**src/hw/rtl/assert_macros.svh**
```systemverilog
// assertion helpers, clocked on clk and disabled in reset
`ifndef ASSERT_MACROS_SVH
`define ASSERT_MACROS_SVH

// same-cycle implication
`define ASSERT_IMPL(lbl, ante, cons, msg) \
  lbl: assert property (@(posedge clk) disable iff (!rst_n) (ante) |-> (cons)) \
    else $error(msg);

// next-cycle implication
`define ASSERT_NEXT(lbl, ante, cons, msg) \
  lbl: assert property (@(posedge clk) disable iff (!rst_n) (ante) |=> (cons)) \
    else $error(msg);

`endif

```
**src/hw/rtl/asln_pkg.sv**
```systemverilog
package asln_pkg;

  localparam int WIDE_W = 128;
  localparam int Q_W    = 41;

  localparam logic [Q_W-1:0]    STEP_CAP = 41'h100_0000_0000;
  localparam logic [WIDE_W-1:0] SMALL_D2 = 128'd3;
  localparam logic [WIDE_W-1:0] SMALL_D3 = 128'd184468;

  localparam logic [1:0] REG_DIM   = 2'd0;
  localparam logic [1:0] REG_ETA   = 2'd1;
  localparam logic [1:0] REG_TOL   = 2'd2;
  localparam logic [1:0] REG_PASS  = 2'd3;

  typedef logic [WIDE_W-1:0] wide_t;
  typedef logic [Q_W-1:0]    step_t;

endpackage

```
**src/hw/rtl/asln_div.sv**
```systemverilog
module asln_div (
  input  logic             clk,
  input  logic             rst_n,
  input  logic             start,
  input  asln_pkg::wide_t  num,
  input  asln_pkg::wide_t  den,
  output logic             done,
  output asln_pkg::step_t  quot
);
  import asln_pkg::*;

  localparam int STEPS = WIDE_W + 16;

  wide_t       rem_r, num_r, den_r;
  step_t       q_r;
  logic [7:0]  cnt_r;
  logic        busy_r;
  logic        done_r;

  wide_t       rem_sh, rem_nxt;
  logic        qbit;
  logic [Q_W:0] q_sh;
  step_t       q_nxt;

  // restoring division, numerator followed by 16 zero bits
  always_comb begin
    rem_sh  = {rem_r[WIDE_W-2:0], num_r[WIDE_W-1]};
    qbit    = rem_r[WIDE_W-1] || (rem_sh >= den_r);
    rem_nxt = qbit ? (rem_sh - den_r) : rem_sh;
    q_sh    = {q_r, qbit};
    if (q_r >= STEP_CAP) begin
      q_nxt = STEP_CAP;
    end else if (q_sh > {1'b0, STEP_CAP}) begin
      q_nxt = STEP_CAP;
    end else begin
      q_nxt = q_sh[Q_W-1:0];
    end
  end

  always_ff @(posedge clk) begin
    if (!rst_n) begin
      busy_r <= 1'b0;
      done_r <= 1'b0;
      cnt_r  <= '0;
    end else begin
      done_r <= 1'b0;
      if (start) begin
        busy_r <= 1'b1;
        cnt_r  <= '0;
      end else if (busy_r) begin
        cnt_r <= cnt_r + 8'd1;
        if (cnt_r == 8'(STEPS - 1)) begin
          busy_r <= 1'b0;
          done_r <= 1'b1;
        end
      end
    end
  end

  always_ff @(posedge clk) begin
    if (start) begin
      rem_r <= '0;
      num_r <= num;
      den_r <= den;
      q_r   <= '0;
    end else if (busy_r) begin
      rem_r <= rem_nxt;
      num_r <= {num_r[WIDE_W-2:0], 1'b0};
      q_r   <= q_nxt;
    end
  end

  assign done = done_r;
  assign quot = q_r;

endmodule

```
**config.mk**
```make
export PLATFORM = sky130hd
export DESIGN_NAME = asln_div
export DESIGN_NICKNAME = d
export VERILOG_FILES = /design/src/hw/rtl/assert_macros.svh /design/src/hw/rtl/asln_pkg.sv /design/src/hw/rtl/asln_div.sv
export SDC_FILE = /design/constraint.sdc
export NUM_CORES = 1
export LEC_CHECK = 0
export ABC_AREA = 1
export BUFFER_PORTS_ARGS = -buffer_cell sky130_fd_sc_hd__buf_4
export CORE_MARGIN = 2
export CORE_UTILIZATION = 30
export DETAILED_ROUTE_END_ITERATION = 10
export HOLD_SLACK_MARGIN = 0.1
export PLACE_DENSITY = 0.57
export SLEW_MARGIN = 20
export SYNTH_ARGS = -nofsm -noshare
export SYNTH_HDL_FRONTEND = slang
export SYNTH_SLANG_ARGS = --single-unit
```
**constraint.sdc**
```tcl
create_clock -name clk -period 18.9 [get_ports clk]
set_clock_uncertainty 0.1 [all_clocks]
set_input_delay 4.725 -clock clk [delete_from_list [all_inputs] [get_ports clk]]
set_output_delay 4.725 -clock clk [all_outputs]
set_load 0.005 [all_outputs]
```
* Word level (Yosys, flattened, before mapping)
Index checks and enable logic that the tools add are counted.
** Storage, ports and cells
- Output and inout port bits :: 42
- Logic and storage cells :: 28
- Input bits :: 259
- Flip-flop bits (word level) :: 435
** Operators by class
- Bitwise operators :: 2
- $lt $le $gt $ge :: 3
- Reductions and logical operators :: 4
- Eq/ne operators :: 1
- Muxes and demuxes :: 9
- Add/sub/neg operators :: 2
** Operators by type and width (count)
- two-way mux 128 bit :: 3
- >= comparator 128 bit :: 1
- subtractor 128 bit :: 1
- two-way mux 41 bit :: 2
- greater-than comparator 42 x 41 -> 1 bit (second input constant) :: 1
- >= comparator 41 bit (second input constant) :: 1
- adder 8 x 1 -> 8 bit (second input constant) :: 1
- equality test 8 bit (second input constant) :: 1
- two-way mux 1 bit :: 4
- OR reduction 3 bit :: 1
- NOT 1 bit :: 2
- nonzero test 2 bit :: 1
- OR reduction 2 bit :: 1
- logical OR 1 bit :: 1

* Logic depth before layout (Yosys ltp)
- Word-level depth :: 5
- Depth in mapped cells :: 22
- Gate-level depth less buffers :: 20

* Worst setup path before layout
Ideal clock, no wire load.
- Path kind :: input to register
- Start :: in start
- End :: reg num_r[0], enable pin
- Setup time :: 0.543 ns
- Data arrival time :: 8.878 ns
- Setup slack :: 9.379 ns
- Required time :: 18.257 ns
- Buffers on the path :: 2
- Stages :: 4
- Cell sequence :: clkbuf_1 nor2_1 clkinv_1 clkbuf_1
** On the way
- Cells in the longest elaborated chain, start to end :: 1
** RTL lines
- from (decl) :: line asln_div.sv:4 : input logic start,
- nonzero test 2 bit (no source line)
- to (signal assigned) :: line asln_div.sv:63 : num_r <= num;
- to (signal assigned) :: line asln_div.sv:68 : num_r <= {num_r[WIDE_W-2:0], 1'b0};
- to (decl) :: line asln_div.sv:14 : wide_t rem_r, num_r, den_r;
Every way passes these cells.
A chain may end at the register's enable or synchronous reset.

* Worst setup path after layout
- Start :: in start
- End :: reg num_r[127], enable pin
The elaborated chain is that of the path after synthesis.

==> metrics.cfg <==
[logic_synthesis]
synth_nets = 5640
yosys-top-cells-area = nand2_1 26%, edfxtp_1 24%, inv_1 13%
yosysWarnings = 0
ys_types = 42
syn_area_sq_um = 32300
synth_top_cell_by_area = nand2_1
seq_area_frac_synth = 0.348
synth-seq-cells = 435
synth_compound_area_frac = 0.0342
async_flop_share = 0
synthCells = 5251
synthAdderAreaFrac = 0.0505
synth_most_common_cell = nand2_1
syn_area_per_cell_sq_um = 6.16
synthFlopType = edfxtp_1
synthXorXnorAreaFrac = 0.0173
synth_top_family_by_area = simple AND/OR/NAND/NOR gates
yosys.area_share.simple = 0.397
synth_common_cells = 2275 x nand2_1, 1125 x inv_1, 353 x nor2_1
synth_top_cell_area_share = 0.264
synthMuxAreaShare = 0
synth_edf_count = 256

[timing]
period_share = 0.397
setup-tns-final_ns = 0
hold_violations = 0
tightest_slew_ns = 0.933
max_freq_ghz = 0.133
drv_slew = 0
rsz0062_at_grt = false
min_period_ns = 7.51
setup_viol = 0
relSlewSlack = 0.378

[setup_path]
required_ns = 19.10
cp_cell_sequence = buf_8 > nor2_4 > buf_4 > inv_6 > buf_4 > buf_4
slowest_delay_ns = 0.77
cp-start-kind = input port
crit_family = buffers and inverters
reg2reg_depth = 15
r2r_slack_ns = 13.27
cp_slowest_cell = buf_4
path_max_fanout = 79
cp_common_cell = buf_4
timing.rr.start = den_r[125]$_DFFE_PP_
crit_path_end_kind = flop
worstPathArrival_ns = 7.70
worst-setup-path-type = input port to flop
r2r-end = rem_r[101]$_SDFFE_PP0P_
worst-path-buf-inv = 5
critical_path_depth = 6

[layout]
drive_gt1_frac = 0.0804
fin_cells = 6966
nFillCells = 12000
multiInputGateArea_sq_um = 16200
area_delta_synth_final_pct = 16.8
fin_util = 0.353
layout.nets = 5903
design_area_sq_um = 37800
ff_latch_area_sq_um = 11300

[die]
rows = 120
initial_utilization = 0.302
die_area_sq_um = 110000
dieHeight_microns = 332
dieWidth_microns = 332
core_area_sq_um = 107000
ioPinCount = 301

[global_route]
grt_pass1_wl_microns = 189000
grt_max_degree = 86
grt_pass1_vias = 30800
grt_antenna_before_repair = 8
grt_overflow = 0
grt_usage = 0.227

[power]
ir_drop_v = 0.0000697
switchingPower_w = 0.000644
power.leakage_nw = 20.8
combPwrFrac = 0.107
internal-power_w = 0.00181
power_frac_clock = 0.452
seq_power_share = 0.441
power.density_nw_per_um2 = 64.9
sw_frac_of_total = 0.263

[clock_network]
htree_levels = 2
cts.hold.buffers_added = 0
postCtsSetupRepairBufs = 0
cts_buffers = 54
cts.sinks = 435
clk_latency_ns = 0.69
ctsResizeCount = 0
clk_pin_slew_ns = 0.06
cts_root_buf = clkbuf_16
tritoncts = built
clk_path_buf_depth = 3

[placement]
postPlaceCellArea_sq_um = 35900
placed_cells = 6861
gp_congestion = 1.04
dp_hpwl_microns = 105000
portBuffers = 300

[hold_path]
holdCritStartpoint = rem_r[127]$_SDFFE_PP0P_
hold-path-cell-count = 2
hp-class = flop to flop
hold_end = rem_r[127]$_SDFFE_PP0P_

[drt]
drc = 0
wl_per_cell_microns = 18.4
drtIter0Drc = 2893
vias_per_cell = 4.64
drt_first_pass_iters = 8
ant_nets = 0
vias = 32300
wl_microns = 128000

[job]
drv_cap = 0

[outcome]
status = completed

layout make-up:
| class | instances | share of cell area |
|---|---|---|
| diodes | 3 | 0.000199 |
| clock buffers | 70 | 0.0399 |
| clock inverters | 32 | 0.0105 |
| inverters | 1133 | 0.113 |
| multi-input cells | 3572 | 0.428 |
| flip-flops and latches | 435 | 0.298 |
| well taps | 1403 | 0.0465 |
| repair buffers | 318 | 0.0634 |
power groups by stage:
stage,clock network [W],logic [W],registers [W]
after floorplan,0,0.000144,0.00110
after global placement,0,0.000260,0.00110
after detailed placement,0,0.000262,0.00110
after CTS,0.00114,0.000262,0.00108
after global routing,0.00118,0.000291,0.00108
final,0.00111,0.000262,0.00108
worst min-delay path, cell delays in order, from the launching register on:
cell     delay [ns]
dfxtp_1        0.31
nand2_1        0.06
nand2_1        0.05
cell families (layout without fill, tap and decap cells):
| kind of cell | after synthesis | in the layout |
|---|---|---|
| and+or+nand+nor | 3166 | 3166 |
| DFF | 435 | 435 |
| buffers and inverters | 1244 | 1553 |
| AOI/OAI and AO/OA | 212 | 212 |
| adders and majority gates | 130 | 130 |
| other | 0 | 3 |
| xor gates and xnor gates | 64 | 64 |
cells in the final DEF, fill, tap and decap left out, types with 3 or more instances in the layout:
master / netlist / routed
nor2_1: 353 / 351
clkinv_16: 0 / 3
clkinv_1: 3 / 7
clkbuf_8: 0 / 5
and2_1: 9 / 9
nor3_1: 31 / 31
inv_4: 0 / 3
bufinv_16: 0 / 6
dfxtp_1: 179 / 179
xnor2_1: 60 / 60
edfxtp_1: 256 / 256
nand2_2: 11 / 10
inv_1: 1125 / 1124
diode_2: 0 / 3
nand2_1: 2275 / 2275
nor4_1: 7 / 7
ha_1: 129 / 129
clkinv_2: 0 / 12
o21ai_0: 66 / 66
buf_4: 5 / 317
nor2_2: 9 / 9
xor2_1: 4 / 4
nand3_1: 350 / 350
nand3b_1: 47 / 47
nand4_1: 62 / 62
inv_2: 5 / 5
o21ai_1: 41 / 41
nor2_4: 4 / 6
clkbuf_16: 0 / 56
a21oi_1: 88 / 88
o21bai_1: 9 / 9
clkbuf_1: 55 / 8
through the flow:
step | setup slack [ns] | total power (W) | hold slack (ns)
3_5_place_dp | 10.71 | 0.00136 | 0.355
3_3_place_gp | 10.74 | 0.00136 | 0.350
6_report | 11.39 | 0.00245 | 0.360
4_1_cts | 11.43 | 0.00248 | 0.365
2_1_floorplan | 9.38 | 0.00124 | 0.327
5_1_grt | 11.16 | 0.00255 | 0.380
worst max path at each step:
stage | start | endpoint
after floorplan | start | num_r[0]$_SDFFCE_PN0P_
after global placement | start | num_r[123]$_DFFE_PP_
after detailed placement | start | num_r[123]$_DFFE_PP_
after CTS | start | num_r[124]$_DFFE_PP_
after global routing | start | rem_r[14]$_SDFFE_PP0P_
final | start | num_r[127]$_DFFE_PP_
registers in the layout, summed over array words and instances (netlist names):
signal  count
den_r     128
num_r     128
rem_r     128
quot       41
cnt_r       8
busy_r      1
done        1
routing by layer:
metal,wire (microns),share of wire,track usage,up-vias
met5,59,0.00046,0,-
met4,5780,0.045,0.0956,8
met3,9000,0.070,0.0395,229
met2,56100,0.44,0.363,1063
met1,57000,0.45,0.300,14700
li1,-,-,-,16300
Note: power is estimated with default switching activity, not from simulation.
