File: src/hw/rtl/assert_macros.svh
// assertion helpers, clocked on clk and disabled in reset
`ifndef ASSERT_MACROS_SVH
`define ASSERT_MACROS_SVH

// same-cycle implication
`define ASSERT_IMPL(lbl, ante, cons, msg) \
  lbl: assert property (@(posedge clk) disable iff (!rst_n) (ante) |-> (cons)) \
    else $error(msg);

// next-cycle implication
`define ASSERT_NEXT(lbl, ante, cons, msg) \
  lbl: assert property (@(posedge clk) disable iff (!rst_n) (ante) |=> (cons)) \
    else $error(msg);

`endif

File: src/hw/rtl/asln_pkg.sv
package asln_pkg;

  localparam int WIDE_W = 128;
  localparam int Q_W    = 41;

  localparam logic [Q_W-1:0]    STEP_CAP = 41'h100_0000_0000;
  localparam logic [WIDE_W-1:0] SMALL_D2 = 128'd3;
  localparam logic [WIDE_W-1:0] SMALL_D3 = 128'd184468;

  localparam logic [1:0] REG_DIM   = 2'd0;
  localparam logic [1:0] REG_ETA   = 2'd1;
  localparam logic [1:0] REG_TOL   = 2'd2;
  localparam logic [1:0] REG_PASS  = 2'd3;

  typedef logic [WIDE_W-1:0] wide_t;
  typedef logic [Q_W-1:0]    step_t;

endpackage

File: src/hw/rtl/asln_mul.sv
module asln_mul (
  input  logic             clk,
  input  logic             rst_n,
  input  logic             start,
  input  asln_pkg::wide_t  mcand,
  input  logic [31:0]      mplier,
  output logic             done,
  output asln_pkg::wide_t  prod
);
  import asln_pkg::*;

  wide_t       acc_r, acc_nxt;
  wide_t       a_r;
  logic [31:0] b_r;
  logic [4:0]  cnt_r;
  logic        busy_r;
  logic        done_r;

  // one multiplier bit per cycle, lsb first
  always_comb begin
    acc_nxt = acc_r;
    if (b_r[0]) begin
      acc_nxt = acc_r + a_r;
    end
  end

  always_ff @(posedge clk) begin
    if (!rst_n) begin
      busy_r <= 1'b0;
      done_r <= 1'b0;
      cnt_r  <= '0;
    end else begin
      done_r <= 1'b0;
      if (start) begin
        busy_r <= 1'b1;
        cnt_r  <= '0;
      end else if (busy_r) begin
        cnt_r <= cnt_r + 5'd1;
        if (cnt_r == 5'd31) begin
          busy_r <= 1'b0;
          done_r <= 1'b1;
        end
      end
    end
  end

  always_ff @(posedge clk) begin
    if (start) begin
      acc_r <= '0;
      a_r   <= mcand;
      b_r   <= mplier;
    end else if (busy_r) begin
      acc_r <= acc_nxt;
      a_r   <= {a_r[WIDE_W-2:0], 1'b0};
      b_r   <= {1'b0, b_r[31:1]};
    end
  end

  assign done = done_r;
  assign prod = acc_r;

endmodule

File: config.mk
export PLATFORM = sky130hd
export DESIGN_NAME = asln_mul
export DESIGN_NICKNAME = d
export VERILOG_FILES = /design/src/hw/rtl/assert_macros.svh /design/src/hw/rtl/asln_pkg.sv /design/src/hw/rtl/asln_mul.sv
export SDC_FILE = /design/constraint.sdc
export NUM_CORES = 1
export LEC_CHECK = 0
export BUFFER_PORTS_ARGS = -buffer_cell sky130_fd_sc_hd__buf_2
export CAP_MARGIN = 20
export CELL_PAD_IN_SITES_DETAIL_PLACEMENT = 0
export CELL_PAD_IN_SITES_GLOBAL_PLACEMENT = 2
export CORE_UTILIZATION = 38
export DETAILED_ROUTE_END_ITERATION = 6
export PLACE_DENSITY = 0.9
export SYNTH_ARGS = -nofsm -noshare
export SYNTH_HDL_FRONTEND = slang
export SYNTH_SLANG_ARGS = --single-unit
File: constraint.sdc
create_clock -name clk -period 6.7 [get_ports clk]
set_clock_uncertainty 0.05 [all_clocks]
set_input_delay 0.67 -clock clk [delete_from_list [all_inputs] [get_ports clk]]
set_output_delay 0.67 -clock clk [all_outputs]
set_load 0.005 [all_outputs]
* After elaboration in Yosys (flattened, before gate mapping)
Index checks and enable logic that the tools add are counted.
** Operators by class
- Add/subtract/negate cells :: 2
- Equal/unequal tests :: 1
- Mux-type cells :: 8
- Bitwise logic cells :: 2
- Reduce and logical (&&, ||, !) cells :: 4
** Operators with widths (number)
- 128-bit 2-to-1 mux :: 2
- 128-bit adder :: 1
- 32-bit 2-to-1 mux :: 2
- 5-bit by 1-bit adder with 5-bit output, second input constant :: 1
- 5-bit equality test, second input constant :: 1
- 1-bit 2-to-1 mux :: 4
- 3-bit OR reduction :: 1
- 1-bit NOT :: 2
- 2-bit AND reduction :: 1
- 2-bit nonzero test :: 1
- 2-bit OR reduction :: 1
** Word-level totals
- Register bits :: 295
- Bits of input ports :: 163
- Output and inout port bits :: 129
- Logic and storage cells :: 23

* Longest topological paths before layout
Gate-level depths: netlist of run 1.
- Depth after elaboration :: 4
- Gate-level depth with buffers :: 13
- Mapped depth without buffers :: 13

* Worst setup path after synthesis of run 1
Ideal clock, no wire load.
- Kind :: input-to-reg
- Start :: input port start
- End :: register a_r[0], enable pin
- Setup time :: 0.453 ns
- Arrival time :: 3.414 ns
- Data required time :: 6.197 ns
- Slack :: 2.784 ns
- Cell stages on the path :: 4
- Buffers on the path :: 3
- Cells stage by stage :: clkbuf_1 > clkbuf_1 > clkbuf_1 > or2_2
** Between the ends
- Word-level cells in the longest chain between the ends :: 1
** RTL lines
- start, declared :: line asln_mul.sv:4 : input logic start,
- 2-bit nonzero test (no source line)
- end signal, assigned :: line asln_mul.sv:50 : a_r <= mcand;
- end signal, assigned :: line asln_mul.sv:54 : a_r <= {a_r[WIDE_W-2:0], 1'b0};
- end, declared :: line asln_mul.sv:13 : wide_t a_r;
No other way between the ends.
A chain may end at the register's enable or synchronous reset.

* Worst setup path in the final report of run 1
- Start :: register a_r[3]
- End :: register acc_r[127] (netlist: prod[127])
** Between the ends
- Word-level cells in the longest chain between the ends :: 1
** RTL lines
- 128-bit adder :: line asln_mul.sv:23 : acc_nxt = acc_r + a_r;
- end signal, assigned :: line asln_mul.sv:53 : acc_r <= acc_nxt;
- end, declared :: line asln_mul.sv:12 : wide_t acc_r, acc_nxt;
No other way between the ends.

==> results of run 1 <==
==> cell usage after synthesis, types with 11 or more instances <==
cell / instances / area [µm²]
nand3_1: 32 / 160
a21boi_0: 13 / 97.6
nand2b_1: 11 / 68.8
edfxtp_1: 160 / 4800
nand2_1: 319 / 1200
xor2_1: 52 / 455
nor3_1: 28 / 140
inv_1: 49 / 184
nand4_1: 65 / 407
clkbuf_1: 111 / 417
o21a_1: 13 / 97.6
o21bai_1: 33 / 248
o21ai_0: 167 / 836
ha_1: 129 / 1610
nor4_1: 14 / 87.6
xnor2_1: 67 / 587
a31oi_1: 19 / 119
and3_1: 13 / 81.3
a21oi_1: 266 / 1330
dfxtp_1: 135 / 2700
a21o_1: 66 / 495
nor2_1: 116 / 435
mux2_2: 159 / 1790
==> flip-flops by register name (all words and copies together), names as in the netlist <==
register,flops
a_r,128
b_r,32
busy_r,1
cnt_r,5
done,1
prod,128
==> critical path: stages, from the launching register on <==
cell,delay [ns]
edfxtp_1,0.42
ha_1,0.37
nand2_1,0.10
nor3b_1,0.37
o2111ai_1,0.26
a211oi_1,0.71
o21ai_0,0.36
o21ai_0,0.63
nor3b_1,0.48
o21ai_0,0.19
nand3_1,0.11
nor3b_1,0.20
mux2_2,0.36
==> worst paths after layout <==
kind	startpoint	cells past startpoint	end
worst min-delay path	rst_n	2	busy_r
worst max register to register	a_r[3]	12	prod[127]
worst min register to register	prod[88]	2	prod[88]
worst max-delay path	a_r[3]	12	prod[127]
==> area by class of cell <==
cell class,instances,area [µm²]
fillers,4993,27900
flip-flops and latches,295,7510
repair buffers,302,1550
clock inverters,20,189
inverters,49,184
clock buffers,45,976
diodes,1,2.50
well taps,672,841
multi-input cells,1727,11500
==> metal layers <==
metal	global-route usage	vias up	routed length [µm]
met4	0.0810	10	1840
li1	-	8485	-
met3	0.0502	106	4140
met2	0.372	489	28400
met5	0	-	62
met1	0.316	8311	28700
==> power by group through the flow <==
stage,Clock (µW),Sequential (µW),Combinational [µW]
after floorplan,0,2240,1110
after global placement,0,2260,1580
after detailed placement,0,2280,1570
after CTS,2020,2240,1590
after global routing,2080,2260,1760
final,1970,2240,1590
==> through the flow <==
stage	instances	total power (µW)	utilization	area [µm²]
floorplan	2191	3350	-	19600
detailed placement	3045	3850	0.426	21600
finish	3111	5800	0.449	22700
CTS	3110	5840	0.449	22700
global placement	3045	3840	0.426	21600
global route	3111	6100	0.449	22700
==> cells by family after synthesis <==
family,after synthesis
AO/OA/AOI/OAI,664
AND/OR/NAND/NOR,651
flip-flops,295
buffers and inverters,169
multiplexers,163
adder cells (fa/ha/maj),130
XOR/XNOR,119
==> impl_results.md, run 1 <==
- Reg2Reg Setup Slack: between 1.5 and 2 ns
- CTS tree: yes
- Drt first pass iters: 5
- Mux share of post-synthesis cell area: 0.0933
- Root Buffer: clkbuf_16
- Final Max Tran Viols: 0
- Cts bufs inserted: 36
- Vias in the first global route: ~17000
- Fin crit period: 4.73 ns
- Worst-skew pair later-pin latency: 0.56 ns
- Outcome: complete, no violations
- Lkg Pwr: 0.00955 µW
- Most common cell after layout, fill and taps aside: nand2_1
- Switching share of power: 0.330
- CP Data Required Time: a little over 7 ns
- Avg WL per Cell: 20.3 µm
- NumNets Final: approximately 2700
- Critical Path Sink Type: register
- CTS sink count: just under 300
- Post-CTS setup buffers: 0
- Share of cells above drive strength 1: 0.220
- Die W: between 200 and 250 µm
- Period utilisation layout: 0.706
- Initial Util: 0.388
- Tot GR Track Use: 0.235
- Syn Area/Cell: around 9 µm²
- Hold-fix buffers, CTS: 0
- Worst slack, placed: 1.97 ns
- Distinct cells, synth: 72
- Initial antenna violation count: 6
- Synthesized Nets: approximately 2500
- Ys flop type: edfxtp_1
- Via count: around 17000
- Clk buf depth: 3
- H-Tree Level Count: 2
- Gr ovfl total: 0
- Clock power share: 0.340
- Synthesized cell area: roughly 20000 µm²
- Final setup fails: 0
- DRC Markers: 0
- Via density: approximately 5.6
- Final WS setup: around 2.0 ns
- Async set-reset flop share out of synthesis: 0
- Hold slack: 0.322 ns
- CTS clk-pin slew, worst paths: ~0.06 ns
- Yosys reg bits: between 200 and 300
- Post-cts resize count: 0
- Most frequent cells in the layout: nand2_1 (318), buf_2 (290), a21oi_1 (266), o21ai_0 (167), edfxtp_1 (160)
- Final Hold Viols: 0
- Synth Area in Adders: 0.0833
- DR iter-0 viols: roughly 1200
- Cell Pwr Density: between 200 and 300 nW/µm²
- Total core area: 50600 µm²
- Syn. warnings: 0
- Maximum vdd drop: between 0.15 and 0.2 mV
- Global-route wire length before repair: 97.8 mm
- Logic pwr share: 0.274
- Unrepaired setup endpoints after global routing: no
- Compound-Gate Fraction of Synth Area: 0.204
- TNS Setup: 0 ns
- Die Area: roughly 53000 µm²
- Largest net degree at the start of global routing: roughly 110
- Int Power: a little under 4000 µW
- Max-cap violations: 0
- P&R area growth vs syn: 15.9%
- GPL Wtd Cong: roughly 0.90
- Routed Antenna Nets: 0
- Number of synthesized flops with an enable pin: 160
- Final wirelength: between 60 and 70 mm
- Nature of the critical path startpoint: register
- XOR/XNOR Fraction of Synth Area: 0.0531
- Die span in y: about 230 µm
- Maximum net fanout on the critical path: 4
- Worst Hold Class: input port to register
- Cell Rows: a little over 80
- Synthesized instance count: around 2200
- Psw: ~1900 µW
- Dominant combinational cell family by area after synthesis: compound AO/OA/AOI/OAI gates
- Fmax achieved: 211 MHz
- Sequential share of power: 0.386
- Port buffer count: 291
- Slew HR: 0.325
- Least-Margin Pin Slew: 1.01 ns
- I/O pins: 292
- Crit path arrival time: 5.13 ns
- Critical path type: register to register
- Post-synthesis simple-gate area fraction: 0.151
- Hpwl dp: between 40 and 50 mm
- Seq/Total Area, Yosys: 0.383
No activity file was read; power rests on OpenSTA's default activity.
==> run 2, diff against run 1 <==
--- a/config.mk
+++ b/config.mk
@@ -9,9 +9,9 @@
 export CAP_MARGIN = 20
 export CELL_PAD_IN_SITES_DETAIL_PLACEMENT = 0
 export CELL_PAD_IN_SITES_GLOBAL_PLACEMENT = 2
-export CORE_UTILIZATION = 38
+export CORE_UTILIZATION = 36
 export DETAILED_ROUTE_END_ITERATION = 6
-export PLACE_DENSITY = 0.9
+export PLACE_DENSITY = 0.86
 export SYNTH_ARGS = -nofsm -noshare
 export SYNTH_HDL_FRONTEND = slang
 export SYNTH_SLANG_ARGS = --single-unit
==> constraint.sdc (replaced) <==
create_clock -name clk -period 4.6 [get_ports clk]
set_clock_uncertainty 0.05 [all_clocks]
set_input_delay 0.46 -clock clk [delete_from_list [all_inputs] [get_ports clk]]
set_output_delay 0.46 -clock clk [all_outputs]
set_load 0.005 [all_outputs]
==> run 2 against run 1 <==
  * The run now ends with DRC left
  * Setup slack worse by 1.7 ns
  * Hold slack worse by 0.19 ns
  * Maximum frequency increased by 8.1%
==> impl_results.md, run 2 (synthesized netlist as in run 1, its figures left out) <==
- Outcome: finished, violations left
- Failing checks: DRC
- Via count: about 18000
- Cell Rows: between 80 and 90
- Int Power: around 6000 µW
- Worst-skew pair later-pin latency: approximately 0.56 ns
- Tot GR Track Use: 0.230
- Fmax achieved: about 230 MHz
- Logic pwr share: 0.271
- Cts bufs inserted: 37
- Die W: around 240 µm
- Sequential share of power: 0.368
- Switching share of power: 0.321
- CTS tree: yes
- ANT cells: 0
- Largest net degree at the start of global routing: 74
- Initial Util: 0.364
- NumNets Final: between 2000 and 3000
- Critical path's top delay family: compound AO/OA/AOI/OAI gates
- TNS Setup: 0 ns
- Critical Path Sink Type: register
- Unrepaired setup endpoints after global routing: no
- CTS sink count: just under 300
- GPL Wtd Cong: 0.911
- Final Hold Viols: 0
- Initial antenna violation count: 0
- Drt first pass iters: 7
- Most common cell after layout, fill and taps aside: nand2_1
- I/O pins: just under 300
- Nature of the critical path startpoint: register
- Vias in the first global route: between 15000 and 20000
- DR iter-0 viols: approximately 1200
- Final wirelength: approximately 65 mm
- FF/Latch Area: approximately 7500 µm²
- Maximum net fanout on the critical path: 4
- DRC Markers: 4
- Global-route wire length before repair: about 100 mm
- Via density: 5.55
- Most frequent cells in the layout: nand2_1 (318), buf_2 (290), a21oi_1 (266), o21ai_0 (167), edfxtp_1 (160)
- Clk buf depth: 3
- P&R area growth vs syn: 18.3%
- Power, Total: between 8000 and 9000 µW
- Slew HR: 0.301
- Crit-path cells: ha_1 -> fa_1 -> a21oi_1 -> o211ai_1 -> nand4_1 -> a31oi_1 -> o21ai_0 -> buf_4 -> a2111oi_1 -> o21bai_1 -> a2111oi_1 -> buf_4 -> o21ai_0 -> mux2i_1 -> nand2_1
- Final WS setup: about 0.23 ns
- Avg WL per Cell: between 20 and 25 µm
- Post-Layout Cell Count: 3171
- CTS clk-pin slew, worst paths: about 0.060 ns
- WP buf/inv: 2
- Hold-fix buffers, CTS: 0
- H-Tree Level Count: 2
- Die Area: approximately 55000 µm²
- Share of cells above drive strength 1: 0.232
- Crit path arrival time: between 4 and 5 ns
- Cell Pwr Density: 381 nW/µm²
- Worst slack, placed: approximately 0.23 ns
- Gr ovfl total: 0
- Total core area: 53800 µm²
- Die span in y: approximately 240 µm
- Fillers: about 5400
- Placed insts: roughly 3100
- CP Data Required Time: roughly 5.0 ns
- Period utilisation layout: 0.951
- Clock power share: 0.360
- Least-Margin Pin Slew: between 1 and 1.5 ns
- Worst Hold Class: input port to register
- Port buffer count: between 200 and 300
- Post-CTS setup buffers: 0
- Final Max Tran Viols: 0
- Hpwl dp: ~50 mm
- Fin crit period: 4.37 ns
- Crit-path max cell delay: around 0.9 ns
- CP max stage cell: a2111oi_1
- Multi-input gate area: between 10000 and 15000 µm²
- Routed Antenna Nets: 0
- Psw: about 2800 µW
- Reg2Reg Setup Slack: between 0.2 and 0.25 ns
- Maximum vdd drop: ~0.23 mV
- Lkg Pwr: roughly 0.0098 µW
- Max-cap violations: 0
- Critical path type: register to register
- Root Buffer: clkbuf_16
- Final setup fails: 0
[run 2: cell count changes in the layout (fill, tap and decap cells not counted), sizes merged]
cell	delta
diode	-1
clkinvlp	-5
clkbuf	+7
clkinv	-3
bufinv	+4
buf	+34
[run 2: layout make-up]
type	instances	share of cell area
Multi-Input combinational cell	1727	0.495
Sequential cell	295	0.324
Timing Repair Buffer	336	0.0794
Clock buffer	52	0.0445
Tap cell	696	0.0375
Clock inverter	16	0.0121
Inverter	49	0.00793
[run 2: worst paths after layout]
path | startpoint | end | cells past startpoint
max | prod[0] | prod[100] | 15
min | rst_n | busy_r | 2
max reg2reg | prod[0] | prod[100] | 15
min reg2reg | prod[69] | prod[69] | 2
[run 2: through the flow]
step | hold WS (ns) | area, µm² | utilization
floorplan | 0.415 | 19600 | -
global placement | 0.406 | 21900 | 0.407
detailed placement | 0.411 | 21900 | 0.407
CTS | 0.107 | 23200 | 0.431
global route | 0.120 | 23200 | 0.431
finish | 0.133 | 23200 | 0.431
[run 2: power groups by stage]
stage	Clock [µW]	Sequential (µW)	Combinational (µW)
floorplan	0	3260	1620
global placement	0	3300	2360
detailed placement	0	3310	2370
CTS	3260	3260	2390
global route	3360	3290	2640
finish	3180	3250	2400
[run 2: what timing repair did]
item | 4_1_cts | 5_1_grt
endpoints found under the setup margin | 0 | 1
resized for setup | 0 | 1
endpoints found under the hold margin | 0 | 0
[run 2: metal layers]
layer / up-vias / track usage / wire length, µm
met5: - / 0 / 0
met4: 0 / 0.0568 / 1430
met3: 80 / 0.0508 / 4000
met2: 443 / 0.376 / 30400
met1: 8548 / 0.307 / 29600
li1: 8542 / - / -
